File: src/hw/rtl/gie_pkg.sv
// Package for the GPIO edge interrupt event block: port count, config
// register indexes, controller states, command/status structs, helpers.
// No dependencies.
package gie_pkg;

    localparam int PORT_COUNT = 4;
    localparam int SLOT_W     = (PORT_COUNT > 1) ? $clog2(PORT_COUNT) : 1;
    localparam int CFG_PORTS  = 4;   // ports that have bytes in the 32-bit masks

    typedef enum logic [1:0] {
        CFG_IRQ_ENABLE   = 2'd0,
        CFG_FALLING_SEL  = 2'd1,
        CFG_BOTH_EDGES   = 2'd2
    } cfg_index_t;

    typedef enum logic {
        ST_IDLE  = 1'b0,
        ST_DRAIN = 1'b1
    } gie_state_t;

    typedef struct packed {
        logic load;   // take the input sample and update port state
        logic pop;    // current event transferred, retire lowest pending pin
    } gie_cmd_t;

    typedef struct packed {
        logic new_any;     // incoming sample raises at least one event
        logic rest_empty;  // pending event is the last of its sample
    } gie_status_t;

    // Byte of a per-port mask for a zero-based port slot; slots without
    // mask bits read as zero.
    function automatic logic [7:0] port_byte(input logic [31:0] mask,
                                             input logic [2:0]  slot);
        logic [31:0] sh;
        sh = mask >> {slot[1:0], 3'b000};
        port_byte = (32'(slot) >= 32'(CFG_PORTS)) ? 8'h00 : sh[7:0];
    endfunction

    // Index of the lowest set bit, zero when none is set.
    function automatic logic [2:0] lowest_pin(input logic [7:0] bits);
        logic [2:0] idx;
        idx = 3'd0;
        for (int i = 7; i >= 0; i--) begin
            if (bits[i])
            begin
                idx = 3'(i);
            end
        end
        lowest_pin = idx;
    endfunction

endpackage

File: src/hw/rtl/gie_ctrl.sv
// Controller for the GPIO edge interrupt event block: sample/drain FSM.
// Depends on gie_pkg.
module gie_ctrl
    import gie_pkg::*;
(
    input  logic        clk,
    input  logic        rst_n,
    input  logic        in_valid,
    output logic        in_stall,
    output logic        out_valid,
    input  logic        out_stall,
    input  gie_status_t status,
    output gie_cmd_t    cmd
);

    gie_state_t state_reg;
    gie_state_t state_next;

    always_ff @(posedge clk or negedge rst_n)
    begin
        if (!rst_n)
        begin
            state_reg <= ST_IDLE;
        end
        else
        begin
            state_reg <= state_next;
        end
    end

    // outputs
    always_comb
    begin
        in_stall  = 1'b0;
        out_valid = 1'b0;
        cmd.load  = 1'b0;
        cmd.pop   = 1'b0;
        case (state_reg)
            ST_IDLE:
            begin
                cmd.load = in_valid;
            end
            ST_DRAIN:
            begin
                out_valid = 1'b1;
                cmd.pop   = !out_stall;
                // a new sample may enter on the transfer of the final event
                in_stall  = !(!out_stall && status.rest_empty);
                cmd.load  = in_valid && !out_stall && status.rest_empty;
            end
            default:
            begin
                in_stall = 1'b1;
            end
        endcase
    end

    // next state
    always_comb
    begin
        state_next = state_reg;
        case (state_reg)
            ST_IDLE:
            begin
                if (in_valid && status.new_any)
                begin
                    state_next = ST_DRAIN;
                end
            end
            ST_DRAIN:
            begin
                if (!out_stall && status.rest_empty)
                begin
                    state_next = (in_valid && status.new_any) ? ST_DRAIN : ST_IDLE;
                end
            end
            default:
            begin
                state_next = ST_IDLE;
            end
        endcase
    end

endmodule

File: src/hw/rtl/gie_datapath.sv
// Datapath for the GPIO edge interrupt event block: config masks, per-port
// levels and edge sense, edge detection and pending-event drain.
// Depends on gie_pkg.
module gie_datapath
    import gie_pkg::*;
(
    input  logic        clk,
    input  logic        rst_n,
    input  gie_cmd_t    cmd,
    output gie_status_t status,
    input  logic        cfg_we,
    input  logic [1:0]  cfg_index,
    input  logic [31:0] cfg_data,
    input  logic [2:0]  port_number,
    input  logic [7:0]  pin_levels,
    output logic [2:0]  event_port,
    output logic [2:0]  event_pin,
    output logic        last_event
);

    logic [31:0] enable_reg;
    logic [31:0] falling_reg;
    logic [31:0] both_reg;
    logic [7:0]  prev_reg  [PORT_COUNT];
    logic [7:0]  sense_reg [PORT_COUNT];
    logic [7:0]  hits_reg;
    logic [7:0]  hits_next;
    logic [2:0]  port_reg;

    logic [2:0]        slot3;
    logic [SLOT_W-1:0] slot;
    logic              port_ok;
    logic [7:0]        prev_sel;
    logic [7:0]        sense_sel;
    logic [7:0]        en_sel;
    logic [7:0]        both_sel;
    logic [7:0]        new_hits;
    logic [7:0]        hits_rest;
    logic [31:0]       falling_src;
    logic              cfg_hit;

    assign slot3   = port_number - 3'd1;
    assign slot    = slot3[SLOT_W-1:0];
    assign port_ok = (port_number != 3'd0) && (32'(port_number) <= 32'(PORT_COUNT));

    assign prev_sel  = prev_reg[slot];
    assign sense_sel = sense_reg[slot];
    assign en_sel    = port_byte(enable_reg, slot3);
    assign both_sel  = port_byte(both_reg, slot3);

    // sense 1 = falling (1 -> 0), sense 0 = rising (0 -> 1)
    assign new_hits = port_ok
        ? (en_sel & ((sense_sel & prev_sel & ~pin_levels) |
                     (~sense_sel & ~prev_sel & pin_levels)))
        : 8'h00;

    assign hits_rest = hits_reg & (hits_reg - 8'd1);

    assign status.new_any    = (new_hits != 8'h00);
    assign status.rest_empty = (hits_rest == 8'h00);

    assign event_port = port_reg;
    assign event_pin  = lowest_pin(hits_reg);
    assign last_event = (hits_rest == 8'h00);

    assign cfg_hit     = cfg_we && ((cfg_index == CFG_IRQ_ENABLE) ||
                                    (cfg_index == CFG_FALLING_SEL) ||
                                    (cfg_index == CFG_BOTH_EDGES));
    assign falling_src = (cfg_index == CFG_FALLING_SEL) ? cfg_data : falling_reg;

    always_comb
    begin
        hits_next = hits_reg;
        if (cmd.load)
        begin
            hits_next = new_hits;
        end
        else if (cmd.pop)
        begin
            hits_next = hits_rest;
        end
    end

    always_ff @(posedge clk or negedge rst_n)
    begin
        if (!rst_n)
        begin
            enable_reg  <= 32'h0;
            falling_reg <= 32'h0;
            both_reg    <= 32'h0;
            hits_reg    <= 8'h00;
            for (int s = 0; s < PORT_COUNT; s++)
            begin
                prev_reg[s]  <= 8'hFF;
                sense_reg[s] <= 8'h00;
            end
        end
        else
        begin
            hits_reg <= hits_next;
            if (cfg_hit)
            begin
                case (cfg_index)
                    CFG_IRQ_ENABLE:  enable_reg  <= cfg_data;
                    CFG_FALLING_SEL: falling_reg <= cfg_data;
                    CFG_BOTH_EDGES:  both_reg    <= cfg_data;
                    default:         enable_reg  <= enable_reg;
                endcase
                // any register write reloads every port's sense
                for (int s = 0; s < PORT_COUNT; s++)
                begin
                    sense_reg[s] <= port_byte(falling_src, 3'(s));
                end
            end
            else if (cmd.load && port_ok)
            begin
                prev_reg[slot]  <= pin_levels;
                sense_reg[slot] <= sense_sel ^ (new_hits & both_sel);
            end
        end
    end

    always_ff @(posedge clk)
    begin
        if (cmd.load)
        begin
            port_reg <= port_number;
        end
    end

endmodule

File: src/hw/rtl/gpio_edge_interrupt_events_top.sv
// Top level of the GPIO edge interrupt event block.
// Instantiates gie_ctrl and gie_datapath; depends on gie_pkg.
//
//  channel  | handshake              | payload
//  ---------+------------------------+----------------------------------
//  sample   | in_valid / in_stall    | port_number[2:0], pin_levels[7:0]
//  event    | out_valid / out_stall  | event_port[2:0], event_pin[2:0],
//           |                        | last_event
//  config   | cfg_valid / cfg_ready  | cfg_index[1:0], cfg_data[31:0]
//
// A sample transfers when in_valid is high and in_stall is low; edge
// detection and the per-port state update happen at that edge. Its events
// then leave one per cycle, while out_stall is low, from the pending-pin
// register, lowest pin first; a sample raises one to eight events or none.
// The next sample transfers on the same edge as the final event.
// Reset (rst_n low, asynchronous) clears the masks and edge sense and sets
// all previous levels high. out_stall holds the current event steady;
// in_stall is high while events of an earlier sample are pending.
// Config writes are always ready; a write to a listed index reloads the edge sense of every port.
module gpio_edge_interrupt_events_top
    import gie_pkg::*;
(
    input  logic        clk,
    input  logic        rst_n,
    input  logic        in_valid,
    output logic        in_stall,
    input  logic [2:0]  port_number,
    input  logic [7:0]  pin_levels,
    output logic        out_valid,
    input  logic        out_stall,
    output logic [2:0]  event_port,
    output logic [2:0]  event_pin,
    output logic        last_event,
    input  logic        cfg_valid,
    output logic        cfg_ready,
    input  logic [1:0]  cfg_index,
    input  logic [31:0] cfg_data
);

    gie_cmd_t    cmd;
    gie_status_t status;

    assign cfg_ready = 1'b1;

    gie_ctrl u_ctrl (
        .clk       (clk),
        .rst_n     (rst_n),
        .in_valid  (in_valid),
        .in_stall  (in_stall),
        .out_valid (out_valid),
        .out_stall (out_stall),
        .status    (status),
        .cmd       (cmd)
    );

    gie_datapath u_datapath (
        .clk         (clk),
        .rst_n       (rst_n),
        .cmd         (cmd),
        .status      (status),
        .cfg_we      (cfg_valid),
        .cfg_index   (cfg_index),
        .cfg_data    (cfg_data),
        .port_number (port_number),
        .pin_levels  (pin_levels),
        .event_port  (event_port),
        .event_pin   (event_pin),
        .last_event  (last_event)
    );

endmodule

File: config.mk
export PLATFORM = sky130hd
export DESIGN_NAME = gpio_edge_interrupt_events_top
export DESIGN_NICKNAME = d
export VERILOG_FILES = /design/src/hw/rtl/gie_pkg.sv /design/src/hw/rtl/gie_ctrl.sv /design/src/hw/rtl/gie_datapath.sv /design/src/hw/rtl/gpio_edge_interrupt_events_top.sv
export SDC_FILE = /design/constraint.sdc
export NUM_CORES = 1
export LEC_CHECK = 0
export ABC_AREA = 0
export BUFFER_PORTS_ARGS = -buffer_cell sky130_fd_sc_hd__buf_2
export CAP_MARGIN = 20
export CORE_MARGIN = 2
export CORE_UTILIZATION = 40
export CTS_BUF_LIST = sky130_fd_sc_hd__clkbuf_2 sky130_fd_sc_hd__clkbuf_4 sky130_fd_sc_hd__clkbuf_8
export DETAILED_ROUTE_END_ITERATION = 8
export HOLD_SLACK_MARGIN = 0.03
export SETUP_SLACK_MARGIN = 0.3
export SLEW_MARGIN = 20
export SYNTH_ARGS = -nofsm -noshare
export SYNTH_HDL_FRONTEND = slang
export SYNTH_SLANG_ARGS = --single-unit
File: constraint.sdc
create_clock -name clk -period 6.15 [get_ports clk]
set_input_delay 0.9225 -clock clk [delete_from_list [all_inputs] [get_ports clk]]
set_output_delay 0.9225 -clock clk [all_outputs]
set_load 0.01 [all_outputs]
* After elaboration in Yosys (flattened, before gate mapping)
Cells that the tools add are included.
Word-level totals: word-level logic and storage cells 93, flip-flop bits (word level) 172
Operators by class: $lt $le $gt $ge 4, $add $sub $neg 2, equality and inequality tests 2, reductions and logical operators 21, bitwise operators 15, muxes and demuxes 33, shift operators 2
Operator list (count):
- $mux W32 | 3
- $mux W8 | 10
- $bwmux W32 | 2
- $shr A32 B5 Y8 | 2
- $and A8 B8 Y8 | 7
- $bmux W8 S2 | 2
- $mux W3 | 8
- $not A8 Y8 | 3
- $demux W8 S2 | 1
- $logic_and A1 B1 Y1 | 8
- $logic_not A8 Y1 | 1
- $or A8 B8 Y8 | 1
- $reduce_bool A8 Y1 | 1
- $sub A8 B1 Y8 const B | 1
- $xor A8 B8 Y8 | 1
- $ge A3 B3 Y1 const B | 2
- $reduce_and A2 Y1 | 3
- $mux W1 | 5
- $pmux W1 S2 | 2
- $reduce_bool A2 Y1 | 2
- $le A3 B3 Y1 const B | 1
- $lt A3 B1 Y1 const B | 1
- $not A2 Y3 | 1
- $reduce_bool A3 Y1 | 1
- other kinds (7) | 10

* Longest topological paths before layout
depth in word-level cells 16, gate-level depth with buffers 13, gate-level depth less buffers 8

* Hierarchy
A second synthesis with hierarchy kept.
Second synthesis, totals: cell total of the unflattened synthesis 699, area total of the unflattened synthesis 8490.6 um2
Modules (own cells, without submodules):
- gie_datapath | area each 8409.3 um2, cells each 691, sequential area each 4334.2 um2, times used 1
- gie_ctrl | area each 70.1 um2, cells each 6, sequential area each 25.0 um2, times used 1
- gpio_edge_interrupt_events_top | area each 11.3 um2, cells each 2, sequential area each 0.0 um2, times used 1

* Worst setup path before layout
Ideal clock, no wire load.
path type input port to flip-flop, start point in port_number[0], end point reg u_datapath.sense_reg[7] in the netlist's numbering, path slack 2.156 ns, cell stages on the path 12, required time 6.024 ns, arrival time 3.868 ns, cell sequence buf_2 -> buf_4 -> buf_4 -> inv_1 -> ha_1 -> buf_1 -> mux4_2 -> or3_1 -> a21oi_1 -> nand3_1 -> xnor2_2 -> a221o_1
Between the ends: longest elaborated chain between the ends 16, elaborated cells between the ends (all ways) 37, those cells by class add/sub (1); order compare (4); shift (2); mux (14); bitwise (11); reduce/logical (5)
Ends and longest elaborated chain:
- start: declaration | line gpio_edge_interrupt_events_top.sv:27 | input logic [2:0] port_number,
- $sub A3 B1 Y3 | line gie_datapath.sv:42 | assign slot3 = port_number - 3'd1;
- $not A2 Y3 (implied by the code) | line gie_datapath.sv:46, gie_datapath.sv:47, gie_datapath.sv:118
- $bmux W8 S2 (on tied branches) | line gie_datapath.sv:47, gie_datapath.sv:46
- $mux W8 (on tied branches) (2 in series) | line gie_datapath.sv:47, gie_datapath.sv:46
- $not A8 Y8 | line gie_datapath.sv:54 | (~sense_sel & ~prev_sel & pin_levels)))
- $and A8 B8 Y8 (2 in series) | line gie_datapath.sv:54
- $or A8 B8 Y8 | line gie_datapath.sv:53 | ? (en_sel & ((sense_sel & prev_sel & ~pin_levels) |
- $and A8 B8 Y8 | line gie_datapath.sv:53
- $mux W8 | line gie_datapath.sv:53
- $and A8 B8 Y8 | line gie_datapath.sv:118 | sense_reg[slot] <= sense_sel ^ (new_hits & both_sel);
- $xor A8 B8 Y8 | line gie_datapath.sv:118
- $bwmux W32 | line gie_datapath.sv:118
- $mux W32 | line gie_datapath.sv:115 | else if (cmd.load && port_ok)
- $mux W32 | line gie_datapath.sv:101 | if (cfg_hit)
- end signal: indexed assignment | line gie_datapath.sv:112 | sense_reg[s] <= port_byte(falling_src, 3'(s));
- end signal: indexed assignment | line gie_datapath.sv:118
- end: declaration | line gie_datapath.sv:25 | logic [7:0] sense_reg [PORT_COUNT];
Parallel ways exist; a longest one is shown, timed or not. The select of a mux whose other input is x is not followed. A chain may end at the register's enable or synchronous reset.

* Worst setup path in the final report
start point in port_number[1], end point reg u_datapath.sense_reg[2] in the netlist's numbering
The elaborated chain is that of the path after synthesis.

==> run_results.csv <==
group,metric,value,unit
outcome,status,"finished, final reports clean",
place,place_ws,2398,ps
worst_setup_path,cp-start-kind,"input port",
timing,slew_headroom,25.89,%
timing,timing.final.ws_setup,2860,ps
detailed_routing,drc,0,
detailed_routing,routed_wl,20300,µm
timing,fin_worst_skew,14.82,ps
worst_setup_path,cp.required,6440,ps
timing,grt_setup_unrepaired,"false",
detailed_routing,wire_per_inst,20.42,µm
hold_path,hold_path.class,"flop to flop",
floorplanning,ios,60,
clock_network,clock_latency,460,ps
global_route,grt-ovfl-total,0,
timing,min_period_over_period,53.49,%
clock_network,numCtsBuffers,17,
global_route,antenna_found_initial,0,
clock_network,clock_sinks,172,
clock_network,cts-resized-gates,0,
synthesis,ys.flop_type,"dfrtp_1",
detailed_routing,dr.first_iter.drc_count,395,
synthesis,ys_seq_area_share,52.47,%
synthesis,syn_area_per_cell,12.46,µm²
clock_network,clk_pin_slew,90,ps
cells_and_area,nNetsFinal,766,
global_route,grt_max_degree,102,
synthesis,postSynthCellCount,667,
clock_network,h-tree-depth,4,
cells_and_area,fillers,1883,
synthesis,yosysUniqueCellTypes,43,
timing,post-route-min-period,3290,ps
floorplanning,dieArea,21940,µm²
clock_network,cts-root-buf,"clkbuf_8",
detailed_routing,route.vias.total,5634,
floorplanning,rows,52,
floorplanning,coreArea,20300,µm²
place,hpwl,13440,µm
place,gp_congestion,0.8025,
global_route,grt_pass1_vias,5868,
synthesis,ys_warn_count,0,
place,placed_cell_area,8762,µm²
worst_setup_path,crit_path_end_kind,"flop",
cells_and_area,drive_gt1_share,34.81,%
timing,finalHoldViolations,0,
clock_network,cts_hold_buf,0,
synthesis,synth_edf_count,3,
pwr,power_density,340.3,nW/µm²
global_route,grt_pass1_wl,33030,µm
synthesis,synthArstFlopShare,98.26,%
worst_setup_path,arrival,3580,ps
detailed_routing,drtAntennaViolNets,0,
timing,tightest_slew,1112,ps
worst_setup_path,crit_path_max_fanout,32,
detailed_routing,via_per_inst,5.668,
pwr,ir_drop,220.9,µV
cells_and_area,area_delta_synth_final,10.98,%
floorplanning,die_width,148.1,µm
clock_network,postCtsSetupBuffers,0,
floorplanning,start_util,40.93,%
clock_network,cts_buffer_depth,2,
synthesis,syn_area,8308,µm²
floorplanning,die_y,148.1,µm
cells_and_area,num_antenna_cells,0,
synthesis,synth_seq_cells,172,
timing,setup_violations,0,
pwr,finalPower,3137,µW
timing,fin_setup_tns,0,ps
global_route,grtUsageTotal,19.55,%
timing,fmaxAchievable,304.0,MHz
detailed_routing,firstDrtPassIters,6,
clock_network,cts_tree,"built",
cells_and_area,fin_area,9220,µm²
synthesis,syn_nets,722,
timing,slew_violations,0,
worst_setup_path,critPathKind,"input port to flop",
place,portBuffers,58,
flow_run,maxCapViolations,0,
pwr,power_leakage,0.004069,µW
synth_stat cells (5+ instances only):
master    count  area share [%]
dfrtp_1     137              41
mux2_2       73             9.9
nand2_1      47             2.1
o21ai_1      40             2.4
nor2_1       36             1.6
a21oi_1      34             2.0
dfstp_2      32              10
mux2i_1      32             3.9
mux4_2       32             8.7
a21o_1       26             2.3
o21ai_0      21             1.3
inv_1        13            0.59
nand3_1      13            0.78
clkbuf_1     12            0.54
buf_1        11            0.50
buf_6        11             1.5
or3_1        11            0.83
and3_1       10            0.75
xnor2_1       9            0.95
a221o_1       7            0.84
o21ai_2       7            0.74
o221ai_1      7            0.74
ha_1          5            0.75
area by class of cell:
class | instances | area, µm² | area share, %
well taps | 270 | 337.8 | 3.664
clock inverters | 14 | 205.2 | 2.226
clock buffers | 18 | 247.7 | 2.687
multi-input cells | 441 | 3666 | 39.76
repair buffers | 65 | 349.1 | 3.786
inverters | 14 | 55.05 | 0.5971
flip-flops and latches | 172 | 4359 | 47.28
per-layer routing:
metal  wire, µm  track usage [%]  vias to the layer above
li1           -                -                     2537
met1       9160            27.75                     2897
met2       9494            30.44                      172
met3       1259            4.417                       28
met4        382            5.476                        0
met5          0                0                        -
cells by family after synthesis:
| group | after synthesis | synth area share [%] |
|---|---|---|
| adders and majority gates | 7 | 0.9940 |
| muxes | 137 | 22.42 |
| DFF | 172 | 52.47 |
| and+or+nand+nor | 132 | 7.440 |
| other | 1 | 0.04514 |
| AOI/OAI and AO/OA | 154 | 11.84 |
| buffers and inverters | 54 | 3.645 |
| xor gates and xnor gates | 10 | 1.145 |
report_power, final:
part	switching (µW)	internal, µW
registers	135	1410
clock network	440	463
logic	351	336
total	925	2210
worst max-delay path, stage by stage:
cell and delay [ps]:
buf_2 120, inv_1 80, ha_1 270, buf_4 460, mux4_2 420, or3_1 360, a21oi_1 310, and3_1 230
xnor2_1 200, o221ai_1 190
stage by stage:
stage	std cells	hold slack [ps]	util, %
floorplan	667	440.5	-
global route	994	483.3	45.42
global placement	962	450.0	43.16
detailed placement	962	455.6	43.16
CTS	994	469.2	45.40
finish	994	467.4	45.42
cell usage in the layout, fill, tap and decap left out, drive strengths merged, types with 5 or more instances in the layout:
| cell type | Yosys | routed |
|---|---|---|
| a21oi | 34 | 34 |
| inv | 14 | 20 |
| nor2 | 36 | 36 |
| buf | 28 | 65 |
| a21o | 26 | 26 |
| mux2 | 73 | 73 |
| and3 | 10 | 10 |
| xnor2 | 10 | 10 |
| a221o | 7 | 7 |
| o21ai | 68 | 68 |
| clkbuf | 12 | 18 |
| mux2i | 32 | 32 |
| o221ai | 7 | 7 |
| ha | 5 | 5 |
| nand3 | 13 | 13 |
| nand2 | 47 | 47 |
| or3 | 14 | 14 |
| dfstp | 32 | 32 |
| mux4 | 32 | 32 |
| dfrtp | 137 | 137 |
path summary, 6_finish.rpt:
kind / to / startpoint / slack [ps] / cells after the start
worst max-delay path: u_datapath.sense_reg[2] / port_number[1] / 2860 / 10
max in group asynchronous: u_datapath.both_reg[26] / rst_n / 4130 / 2
worst max register to register: u_datapath.prev_reg[3] / u_datapath.hits_reg[0] / 3130 / 5
worst min register to register: u_datapath.prev_reg[9] / u_datapath.prev_reg[9] / 470 / 2
worst min-delay path: u_datapath.prev_reg[9] / u_datapath.prev_reg[9] / 470 / 2
min in group asynchronous: u_datapath.hits_reg[4] / rst_n / 550 / 1
Note: power is estimated with default switching activity, not from simulation.
